<file path="src/hw/rtl/skt_pkg.sv">
// shared types and status codes for the sorted key table
// no dependencies; imported by skt_key_ram, sorted_key_table and tb_top
`default_nettype none

package skt_pkg;

    // fixed field widths of the request and response
    localparam int unsigned KEY_BITS   = 32;
    localparam int unsigned POS_BITS   = 7;
    localparam int unsigned COUNT_BITS = 7;

    // operation codes
    typedef enum logic [0:0] {
        FUNC_ADD    = 1'b0,
        FUNC_REMOVE = 1'b1
    } func_t;

    // response status codes
    typedef enum logic [1:0] {
        ST_OK      = 2'd0,
        ST_MISSING = 2'd1,
        ST_FULL    = 2'd2
    } status_t;

    typedef struct packed {
        logic [0:0]          func;
        logic [KEY_BITS-1:0] key;
    } req_t;

    typedef struct packed {
        logic [1:0]            status;
        logic [POS_BITS-1:0]   position;
        logic [COUNT_BITS-1:0] count;
    } rsp_t;

endpackage

`default_nettype wire

</file>
<file path="src/hw/rtl/sorted_key_table.sv">
// top level of the sorted key table: sequencer, search and shift control
// depends on skt_pkg and skt_key_ram
`default_nettype none

// Holds up to DEPTH keys in ascending order in a single-port-read,
// single-port-write RAM with registered read data. Each request adds a
// key in order (duplicates allowed) or removes one equal key, and yields
// exactly one response with status, position and the new count. One
// request is handled at a time: idle, a check of the last and first entry
// (not on an empty table), one RAM read per binary search probe where the
// checks do not settle it, plan, a move of the count - position later
// entries one place through the RAM read/write ports on an add, or of the
// count - position - 1 later entries on a remove, and final. A rejected
// add (full) or remove (not found) skips the move. The RAM read port sets
// the rate: every probe and every moved entry costs one read. req_stall is
// high while a request is in work; a finished response waits in an output
// register while the next request is accepted.
module sorted_key_table #(
    parameter int unsigned DEPTH     = 64,
    parameter int unsigned KEY_WIDTH = 32
) (
    input  wire logic          clk,
    input  wire logic          rst_n,
    input  wire logic          req_valid,
    output logic               req_stall,
    input  wire skt_pkg::req_t req,
    output logic               rsp_valid,
    input  wire logic          rsp_stall,
    output skt_pkg::rsp_t      rsp
);
    import skt_pkg::*;

    localparam int unsigned AW = $clog2(DEPTH);
    localparam int unsigned CW = $clog2(DEPTH + 1);

    typedef enum logic [6:0] {
        S_IDLE  = 7'b0000001,
        S_LAST  = 7'b0000010,
        S_FIRST = 7'b0000100,
        S_PROBE = 7'b0001000,
        S_PLAN  = 7'b0010000,
        S_MOVE  = 7'b0100000,
        S_FINAL = 7'b1000000
    } state_t;

    state_t state_reg, state_next;

    logic [CW-1:0]        count_reg, count_next;
    logic                 func_reg, func_next;
    logic [KEY_WIDTH-1:0] key_reg, key_next;
    logic [AW-1:0]        lo_reg, lo_next;
    logic [AW-1:0]        hi_reg, hi_next;
    logic [AW-1:0]        mid_reg, mid_next;
    logic [CW-1:0]        pos_reg, pos_next;
    logic                 hit_reg, hit_next;
    logic [1:0]           status_reg, status_next;
    logic                 up_reg, up_next;
    logic [AW-1:0]        src_reg, src_next;
    logic [CW-1:0]        left_reg, left_next;
    logic                 pend_reg, pend_next;
    logic [AW-1:0]        pend_addr_reg, pend_addr_next;
    logic                 rsp_valid_reg, rsp_valid_next;
    rsp_t                 rsp_reg, rsp_next;

    // ram ports
    logic                 wr_en;
    logic [AW-1:0]        wr_addr;
    logic [KEY_WIDTH-1:0] wr_data;
    logic                 rd_en;
    logic [AW-1:0]        rd_addr;
    logic [KEY_WIDTH-1:0] rd_data;

    // search helpers
    logic                 probe_gt;
    logic                 probe_lt;
    logic [AW-1:0]        dn_hi;
    logic [AW-1:0]        up_lo;
    logic [AW-1:0]        first_hi;
    logic                 rsp_free;
    logic                 add_ok;

    skt_key_ram #(
        .DEPTH     (DEPTH),
        .KEY_WIDTH (KEY_WIDTH)
    ) u_ram (
        .clk     (clk),
        .wr_en   (wr_en),
        .wr_addr (wr_addr),
        .wr_data (wr_data),
        .rd_en   (rd_en),
        .rd_addr (rd_addr),
        .rd_data (rd_data)
    );

    assign req_stall = (state_reg != S_IDLE);
    assign rsp_valid = rsp_valid_reg;
    assign rsp       = rsp_reg;

    assign probe_gt = (rd_data > key_reg);
    assign probe_lt = (rd_data < key_reg);
    assign dn_hi    = mid_reg - AW'(1);
    assign up_lo    = mid_reg + AW'(1);
    assign first_hi = AW'(count_reg - CW'(1));
    assign rsp_free = !rsp_valid_reg || !rsp_stall;
    assign add_ok   = (func_reg == FUNC_ADD) && (status_reg == ST_OK);

    // sequencer
    always_comb
    begin
        state_next     = state_reg;
        count_next     = count_reg;
        func_next      = func_reg;
        key_next       = key_reg;
        lo_next        = lo_reg;
        hi_next        = hi_reg;
        mid_next       = mid_reg;
        pos_next       = pos_reg;
        hit_next       = hit_reg;
        status_next    = status_reg;
        up_next        = up_reg;
        src_next       = src_reg;
        left_next      = left_reg;
        pend_next      = pend_reg;
        pend_addr_next = pend_addr_reg;
        rsp_next       = rsp_reg;
        rsp_valid_next = rsp_valid_reg && rsp_stall;
        rd_en          = 1'b0;
        rd_addr        = first_hi;
        wr_en          = 1'b0;
        wr_addr        = pend_addr_reg;
        wr_data        = rd_data;

        unique case (state_reg)
            S_IDLE:
            begin
                if (req_valid)
                begin
                    func_next = req.func;
                    key_next  = KEY_WIDTH'(req.key);
                    pos_next  = '0;
                    hit_next  = 1'b0;
                    if (count_reg == '0)
                    begin
                        state_next = S_PLAN;
                    end
                    else
                    begin
                        // fetch the last entry
                        rd_en      = 1'b1;
                        rd_addr    = first_hi;
                        state_next = S_LAST;
                    end
                end
            end

            S_LAST:
            begin
                if (probe_lt)
                begin
                    // key above the last entry
                    pos_next   = count_reg;
                    state_next = S_PLAN;
                end
                else
                begin
                    rd_en      = 1'b1;
                    rd_addr    = '0;
                    state_next = S_FIRST;
                end
            end

            S_FIRST:
            begin
                if (probe_gt)
                begin
                    // key below the first entry
                    pos_next   = '0;
                    state_next = S_PLAN;
                end
                else
                begin
                    lo_next    = '0;
                    hi_next    = first_hi;
                    mid_next   = first_hi >> 1;
                    rd_en      = 1'b1;
                    rd_addr    = first_hi >> 1;
                    state_next = S_PROBE;
                end
            end

            S_PROBE:
            begin
                if (probe_gt)
                begin
                    if (mid_reg == lo_reg)
                    begin
                        pos_next   = CW'(mid_reg);
                        state_next = S_PLAN;
                    end
                    else
                    begin
                        hi_next  = dn_hi;
                        mid_next = lo_reg + ((dn_hi - lo_reg) >> 1);
                        rd_en    = 1'b1;
                        rd_addr  = lo_reg + ((dn_hi - lo_reg) >> 1);
                    end
                end
                else if (probe_lt)
                begin
                    if (mid_reg == hi_reg)
                    begin
                        pos_next   = CW'(mid_reg) + CW'(1);
                        state_next = S_PLAN;
                    end
                    else
                    begin
                        lo_next  = up_lo;
                        mid_next = up_lo + ((hi_reg - up_lo) >> 1);
                        rd_en    = 1'b1;
                        rd_addr  = up_lo + ((hi_reg - up_lo) >> 1);
                    end
                end
                else
                begin
                    // equal entry found
                    hit_next   = 1'b1;
                    pos_next   = CW'(mid_reg);
                    state_next = S_PLAN;
                end
            end

            S_PLAN:
            begin
                pend_next = 1'b0;
                if (func_reg == FUNC_ADD)
                begin
                    up_next   = 1'b1;
                    src_next  = first_hi;
                    left_next = count_reg - pos_reg;
                    if (count_reg == CW'(DEPTH))
                    begin
                        status_next = ST_FULL;
                        state_next  = S_FINAL;
                    end
                    else
                    begin
                        status_next = ST_OK;
                        state_next  = S_MOVE;
                    end
                end
                else
                begin
                    up_next   = 1'b0;
                    src_next  = AW'(pos_reg) + AW'(1);
                    left_next = count_reg - pos_reg - CW'(1);
                    if (!hit_reg)
                    begin
                        status_next = ST_MISSING;
                        state_next  = S_FINAL;
                    end
                    else
                    begin
                        status_next = ST_OK;
                        state_next  = S_MOVE;
                    end
                end
            end

            S_MOVE:
            begin
                // write back the entry read in the previous cycle
                wr_en   = pend_reg;
                wr_addr = pend_addr_reg;
                wr_data = rd_data;
                if (left_reg != '0)
                begin
                    rd_en          = 1'b1;
                    rd_addr        = src_reg;
                    pend_next      = 1'b1;
                    pend_addr_next = up_reg ? (src_reg + AW'(1)) : (src_reg - AW'(1));
                    src_next       = up_reg ? (src_reg - AW'(1)) : (src_reg + AW'(1));
                    left_next      = left_reg - CW'(1);
                end
                else
                begin
                    pend_next  = 1'b0;
                    state_next = S_FINAL;
                end
            end

            S_FINAL:
            begin
                if (rsp_free)
                begin
                    // insert the new key on an accepted add, and report
                    wr_en   = add_ok;
                    wr_addr = AW'(pos_reg);
                    wr_data = key_reg;
                    if (status_reg == ST_OK)
                    begin
                        count_next = (func_reg == FUNC_ADD) ? (count_reg + CW'(1))
                                                            : (count_reg - CW'(1));
                    end
                    rsp_next.status   = status_reg;
                    rsp_next.position = POS_BITS'(pos_reg);
                    rsp_next.count    = COUNT_BITS'((status_reg == ST_OK)
                                        ? ((func_reg == FUNC_ADD) ? (count_reg + CW'(1))
                                                                  : (count_reg - CW'(1)))
                                        : count_reg);
                    rsp_valid_next    = 1'b1;
                    state_next        = S_IDLE;
                end
            end

            default:
            begin
                state_next = S_IDLE;
            end
        endcase
    end

    // control registers
    always_ff @(posedge clk or negedge rst_n)
    begin
        if (!rst_n)
        begin
            state_reg     <= S_IDLE;
            count_reg     <= '0;
            pend_reg      <= 1'b0;
            rsp_valid_reg <= 1'b0;
        end
        else
        begin
            state_reg     <= state_next;
            count_reg     <= count_next;
            pend_reg      <= pend_next;
            rsp_valid_reg <= rsp_valid_next;
        end
    end

    // working and payload registers
    always_ff @(posedge clk)
    begin
        func_reg      <= func_next;
        key_reg       <= key_next;
        lo_reg        <= lo_next;
        hi_reg        <= hi_next;
        mid_reg       <= mid_next;
        pos_reg       <= pos_next;
        hit_reg       <= hit_next;
        status_reg    <= status_next;
        up_reg        <= up_next;
        src_reg       <= src_next;
        left_reg      <= left_next;
        pend_addr_reg <= pend_addr_next;
        rsp_reg       <= rsp_next;
    end

endmodule

`default_nettype wire

</file>
<file path="src/hw/rtl/skt_key_ram.sv">
// key storage: one write port, one read port, registered read data
// depends on skt_pkg only for house consistency of types
`default_nettype none

module skt_key_ram #(
    parameter int unsigned DEPTH     = 64,
    parameter int unsigned KEY_WIDTH = 32
) (
    input  wire logic                      clk,
    input  wire logic                      wr_en,
    input  wire logic [$clog2(DEPTH)-1:0]  wr_addr,
    input  wire logic [KEY_WIDTH-1:0]      wr_data,
    input  wire logic                      rd_en,
    input  wire logic [$clog2(DEPTH)-1:0]  rd_addr,
    output logic      [KEY_WIDTH-1:0]      rd_data
);
    import skt_pkg::*;

    logic [KEY_WIDTH-1:0] mem [DEPTH];

    // write port
    always_ff @(posedge clk)
    begin
        if (wr_en)
        begin
            mem[wr_addr] <= wr_data;
        end
    end

    // read port, registered read data
    always_ff @(posedge clk)
    begin
        if (rd_en)
        begin
            rd_data <= mem[rd_addr];
        end
    end

endmodule

`default_nettype wire

</file>
<file path="config.mk">
export PLATFORM = sky130hd
export DESIGN_NAME = sorted_key_table
export DESIGN_NICKNAME = d
export VERILOG_FILES = /design/src/hw/rtl/skt_pkg.sv /design/src/hw/rtl/sorted_key_table.sv /design/src/hw/rtl/skt_key_ram.sv
export SDC_FILE = /design/constraint.sdc
export NUM_CORES = 2
export LEC_CHECK = 0
export ABC_CLOCK_PERIOD_IN_PS = 10800
export BUFFER_PORTS_ARGS = -buffer_cell sky130_fd_sc_hd__buf_2
export CAP_MARGIN = 5
export CORE_MARGIN = 2
export CORE_UTILIZATION = 50
export CTS_CLUSTER_SIZE = 24
export DETAILED_ROUTE_END_ITERATION = 8
export MAX_ROUTING_LAYER = met4
export PLACE_DENSITY = 0.65
export REMOVE_ABC_BUFFERS = 1
export SYNTH_ARGS = -nofsm -noshare
export SYNTH_HDL_FRONTEND = slang
export SYNTH_SLANG_ARGS = --single-unit
</file>
<file path="constraint.sdc">
create_clock -name clk -period 10.8 [get_ports clk]
set_input_delay 1.62 -clock clk [delete_from_list [all_inputs] [get_ports clk]]
set_output_delay 1.62 -clock clk [all_outputs]
set_load 0.005 [all_outputs]
</file>
======== After elaboration in Yosys (flattened, before gate mapping) ========
Memory sizes are Yosys's and may differ from the RTL's. A register that Yosys moved wholly into a read port is not among the register bits.
Cells that the tools add are included.
word-level totals
  output and inout port bits .............. 18
  memories kept ........................... 1
  bits of input ports ..................... 37
  logic and storage cells ................. 173
  memory bits (writable) .................. 2048
  flip-flop bits (word level) ............. 113
memory list
  memory     words  width  read ports  clocked after memory_dff  write ports  RTL line           source
  u_ram.mem  64     32     1           1                         1            skt_key_ram.sv:19  logic [KEY_WIDTH-1:0] mem [DEPTH];
operators by class
  equality and inequality tests ........... 29
  muxes and demuxes ....................... 84
  bitwise operators ....................... 1
  order comparisons ....................... 2
  $add $sub $neg .......................... 15
  reduce and logical (&&, ||, !) cells .... 22
operators by type and width
  cell                                              number
  two-way mux 6 bit                                 25
  two-way mux 7 bit                                 21
  two-way mux 32 bit                                2
  one-hot mux 7 bit (7 select lines)                1
  one-hot mux 6 bit (2 select lines)                4
  > comparator 32 bit                               1
  < comparator 32 bit                               1
  one-hot mux 7 bit (4 select lines)                1
  inequality test 2 bit, second input constant      13
  one-hot mux 6 bit (4 select lines)                1
  subtractor 7 x 1 -> 7 bit, second input constant  3
  two-way mux 1 bit                                 19
  adder 6 x 1 -> 6 bit, second input constant       3
  two-way mux 5 bit                                 3
  AND reduction 5 bit                               3
  equality test 7 bit, second input constant        2
  one-hot mux 7 bit (2 select lines)                1
  adder 6 x 5 -> 6 bit                              2
  equality test 6 bit                               2
  inequality test 3 bit, second input constant      4
  subtractor 6 x 1 -> 6 bit, second input constant  2
  subtractor 6 bit                                  2
  AND reduction 2 bit                               4
  AND reduction 4 bit                               2
  24 further kinds                                  31

======== Depth between registers and ports, before layout ========
  word-level depth ........................ 7
  depth in mapped cells ................... 25
  depth with buffers taken out ............ 20

======== Modules after synthesis ========
A second synthesis with hierarchy kept.
second synthesis, totals
  cell total of the unflattened synthesis .. 4215
  area, all modules ....................... 86711.9 µm²
by module, submodules not included
  module            instances  seq. area each (µm²)  cells an instance  area an instance (µm²)
  skt_key_ram       1          62459.9               3362               78683.0
  sorted_key_table  1          3314.4                853                8029.0

======== Worst setup path after synthesis ========
OpenSTA, ideal clock, no wires.
  path type ............................... input port to flip-flop
  start ................................... in rsp_stall
  end ..................................... mem u_ram.mem[0][1], data pin
  slack ................................... 5.054 ns
  required time ........................... 10.098 ns
  library setup time ...................... 0.702 ns
  buffers on the path ..................... 3
  arrival time ............................ 5.044 ns
  stages on the path ...................... 6
  path through ............................ nand2_1 > nand4_1 > clkbuf_1 > clkbuf_1 > clkbuf_1 > o21ai_0
between the ends
  word-level cells in the longest chain between the ends .. 4
ends and longest elaborated chain
  what                  RTL line                 source
  from (decl)           sorted_key_table.sv:28   input wire logic rsp_stall,
  logical NOT 1 bit     sorted_key_table.sv:104  assign rsp_free = !rsp_valid_reg || !rsp_stall;
  logical OR 1 bit      sorted_key_table.sv:104
  two-way mux 32 bit    sorted_key_table.sv:293  if (rsp_free)
  two-way mux 32 bit    sorted_key_table.sv:133  unique case (state_reg)
  net u_ram.wr_data[1]  skt_key_ram.sv:12        input wire logic [KEY_WIDTH-1:0] wr_data,
  to (decl)             skt_key_ram.sv:19
The timed path passes the listed nets, and every way through them passes these cells.

======== Final worst setup path ========
  start ................................... reg key_reg[19]
  end ..................................... reg u_ram.rd_data[3], read port of u_ram.mem, data pin
between the ends
  word-level cells in the longest chain between the ends .. 4
  elaborated cells between the ends (all ways) .. 12
  classes of those cells .................. 2 x order compare; 10 x mux
ends and longest elaborated chain
  what                                                                                             RTL line                 source
  from (decl)                                                                                      sorted_key_table.sv:50   logic [KEY_WIDTH-1:0] key_reg, key_next;
  from (signal assigned)                                                                           sorted_key_table.sv:345  key_reg <= key_next;
  < comparator 32 bit                                                                              sorted_key_table.sv:100  assign probe_lt = (rd_data < key_reg);
  two-way mux 1 bit / two-way mux 6 bit (equally long branches)                                    sorted_key_table.sv:208  else if (probe_lt)
  two-way mux 1 bit / two-way mux 6 bit (equally long branches)                                    sorted_key_table.sv:193  if (probe_gt)
  one-hot mux 1 bit (5 select lines) / one-hot mux 6 bit (4 select lines) (equally long branches)  sorted_key_table.sv:133
  to (decl)                                                                                        skt_key_ram.sv:15        output logic [KEY_WIDTH-1:0] rd_data
Several ways; a longest one is shown, not always the timed one.
A chain may end at the register's enable or synchronous reset.

==> impl_metrics.toml <==
[clocking]
worst_skew_pair_later_pin_latency_ps = 880
clk_transition_reported_paths_ps = 60
tritoncts = "yes"
cts_hold_repair.buffers = 0
h-tree-depth = 4
cts_buffers = 211
clkSinkCount = 2193
cts_resized = 0
ctsLongestPathBuffers = 3
cts.root.buffer_cell = "sky130_fd_sc_hd__clkbuf_16"
post-cts-setup-buffers = 0

[sta]
post-route-worst-setup-slack_ps = 3510
totalNegativeSetupSlack_ps = 0
finalCriticalPeriod_ps = 7290
grt_setup_unrepaired = "no"
max_clock_freq_ghz = 0.137
timing.final.crit_share_pct = 67.5
max-slew-margin-rel_pct = 12.0
timing.final.max_slew_violations = 0
setup_viol = 0
final-hold-violation-count = 0
worst_pin_slew_ps = 1320
fin_clk_skew_ps = 49.0

[route]
wirelength_um = 255000
drt-pass1-iter-count = 7
ant_nets = 0
drt_drc_violations_left = 0
via_count = 54839
route.detailed.vias_per_inst = 6.29
violation_count_after_the_first_detailed_routing_iteration = 8042
avgRoutedWirePerCell_um = 29.3

[pwr]
vdd.ir_drop.worst_mv = 0.327
power.static_leakage_nw = 33.9
cellPowerDensity_nw_per_um2 = 285
fin_total_pwr_mw = 28.5

[floorplanning]
floorplan.rows = 155
floorplan.io_pins = 55
fp.coreArea_um2 = 178000
die_w_um = 426
initial_utilization_pct = 50.2
die_height_um = 426
die_area_um2 = 182000

[global_route]
gr-total-overflow = 0
wire_length_of_the_first_global_routing_pass_um = 364000
grt_pass1_vias = 51674
total_grt_usage_pct = 28.6
grt_max_degree = 140
antenna_found_initial = 20

[critical_path]
worst_ep_required_time_ps = 11360
regToRegSetupSlack_ps = 3510
timing.critical_path.arrival_ps = 7840
worst_setup_path_end_kind = "flip-flop"
worstSetupPathType = "flip-flop to flip-flop"
start_kind = "flip-flop"
critPathMaxFanout = 36

[synthesis]
post_synth_inst_count = 6084
syn_std_cell_area_um2 = 89200
synth_enable_flop_cells = 2177
synth-main-ff-cell = "sky130_fd_sc_hd__edfxtp_1"
yosysWarningCount = 0
synth-seq-area-share_pct = 73.7
synth_async_sr_flop_share_pct = 0.730
synth-seq-cells = 2193
syn_avg_cell_area_um2 = 14.7
yosysUniqueCellTypes = 85

[placed_design]
dp_slack_ps = 3530
detailedPlacementHpwl_um = 143000
globalplace.congestion = 0.898
portBuffers = 54

[final_layout]
n_fill_cell = 13668
multi_input_area_um2 = 22400
largest_reg_flops = 2048
postLayoutCoreUtil_pct = 56.3
layout.area.seq_um2 = 65800
finalNetCount = 6277
post_route_cells_drive_above_1_share_pct = 10.7
synthToLayoutAreaGrowth_pct = 12.3

[run]
max-cap-violations = 0

[worst_hold_path]
timing.hold.worst.class = "flip-flop to flip-flop"

[outcome]
status = "completed"
logic make-up after synthesis:
family          Yosys count  synth area share [%]
compound gates         1067                  8.74
xor+xnor                 85                 0.834
flops                  2193                  73.7
mux                     429                  4.82
fa+ha+maj                75                  1.09
simple gates           1765                  8.54
buf+inv                 470                  2.27
placed cells by master, fill, tap and decap left out, types with 101 or more instances in the layout:
cell and n:
sky130_fd_sc_hd__nand3_1 221, sky130_fd_sc_hd__edfxtp_1 2177, sky130_fd_sc_hd__nand2_1 1183, sky130_fd_sc_hd__a21oi_1 275
sky130_fd_sc_hd__clkbuf_16 211, sky130_fd_sc_hd__a211oi_1 103, sky130_fd_sc_hd__mux2i_1 425, sky130_fd_sc_hd__a32oi_1 224
sky130_fd_sc_hd__buf_4 196, sky130_fd_sc_hd__and3_1 101
critical path, cell delays in order (launching register included):
cell                        delay, ps
sky130_fd_sc_hd__edfxtp_1         390
sky130_fd_sc_hd__inv_1            130
sky130_fd_sc_hd__ha_1             280
sky130_fd_sc_hd__a21oi_1          160
sky130_fd_sc_hd__o21ai_0          260
sky130_fd_sc_hd__a221oi_1         890
sky130_fd_sc_hd__nand2_1          330
sky130_fd_sc_hd__nor3_1           350
sky130_fd_sc_hd__or2_0            660
sky130_fd_sc_hd__o31ai_2          220
sky130_fd_sc_hd__and3_2           240
sky130_fd_sc_hd__buf_4            380
sky130_fd_sc_hd__nand2_1          860
sky130_fd_sc_hd__buf_4            430
sky130_fd_sc_hd__a211oi_1          80
sky130_fd_sc_hd__a2111oi_1        960
sky130_fd_sc_hd__buf_4            260
sky130_fd_sc_hd__a22oi_1           60
stage by stage:
stage	instance area, um^2	instances	hold slack, ps
finish	100000	8715	499
global route	100000	8706	501
CTS	100000	8699	494
detailed placement	93300	8306	478
global placement	93300	8304	469
floorplan	87500	5691	426
power breakdown:
group | internal, mW | switching (mW)
registers | 10.9 | 0.141
clock network | 4.06 | 3.22
logic | 2.88 | 7.32
total | 17.8 | 10.7
area by class of cell:
cell class / count / share of cell area (%)
Antenna cell: 15 / 0.0375
Clock buffer: 264 / 5.47
Clock inverter: 129 / 1.29
Inverter: 77 / 0.289
Multi-Input combinational cell: 3421 / 22.4
Sequential cell: 2193 / 65.7
Tap cell: 2355 / 2.94
Timing Repair Buffer: 261 / 1.94
metal layers:
metal  global-route usage [%]  vias to the layer above  share of wire, %  wire, um
met1                     40.1                    27767                41    104000
met2                     41.8                     3008                45    114000
met4                     11.5                        0               4.4     11100
li1                         -                    23563                 -         -
met5                        -                        -                 0         0
met3                     4.69                      501               9.9     25300
final timing paths:
path                               startpoint               end  cells past startpoint
worst max-delay path              key_reg[19]  u_ram.rd_data[3]                     17
worst min-delay path            status_reg[1]           rsp[15]                      0
worst max register to register    key_reg[19]  u_ram.rd_data[3]                     17
worst min register to register  status_reg[1]           rsp[15]                      0
max in group asynchronous               rst_n      state_reg[0]                      1
min in group asynchronous               rst_n          pend_reg                      1
synthesized netlist by cell type, types with 35 or more instances:
master                     number  share of area (%)
sky130_fd_sc_hd__and3_1       104               0.73
sky130_fd_sc_hd__inv_1         73               0.31
sky130_fd_sc_hd__nor3b_1       38               0.32
sky130_fd_sc_hd__a211oi_1     103               0.87
sky130_fd_sc_hd__ha_1          70               0.98
sky130_fd_sc_hd__a22o_1        97               0.95
sky130_fd_sc_hd__a31oi_1       35               0.25
sky130_fd_sc_hd__nand3_1      221                1.2
sky130_fd_sc_hd__a21oi_1      277                1.6
sky130_fd_sc_hd__o22ai_1       36               0.25
sky130_fd_sc_hd__nor2_1       127               0.53
sky130_fd_sc_hd__xnor2_1       57               0.56
sky130_fd_sc_hd__edfxtp_1    2177                 73
sky130_fd_sc_hd__o21ai_0       63               0.35
sky130_fd_sc_hd__buf_2        118               0.66
sky130_fd_sc_hd__a32oi_1      224                2.2
sky130_fd_sc_hd__clkbuf_1     207               0.87
sky130_fd_sc_hd__o211ai_1      40               0.34
sky130_fd_sc_hd__mux2i_1      425                4.8
sky130_fd_sc_hd__buf_1         41               0.17
sky130_fd_sc_hd__nand2_1     1183                5.0
(Power assumes the default switching activity.)
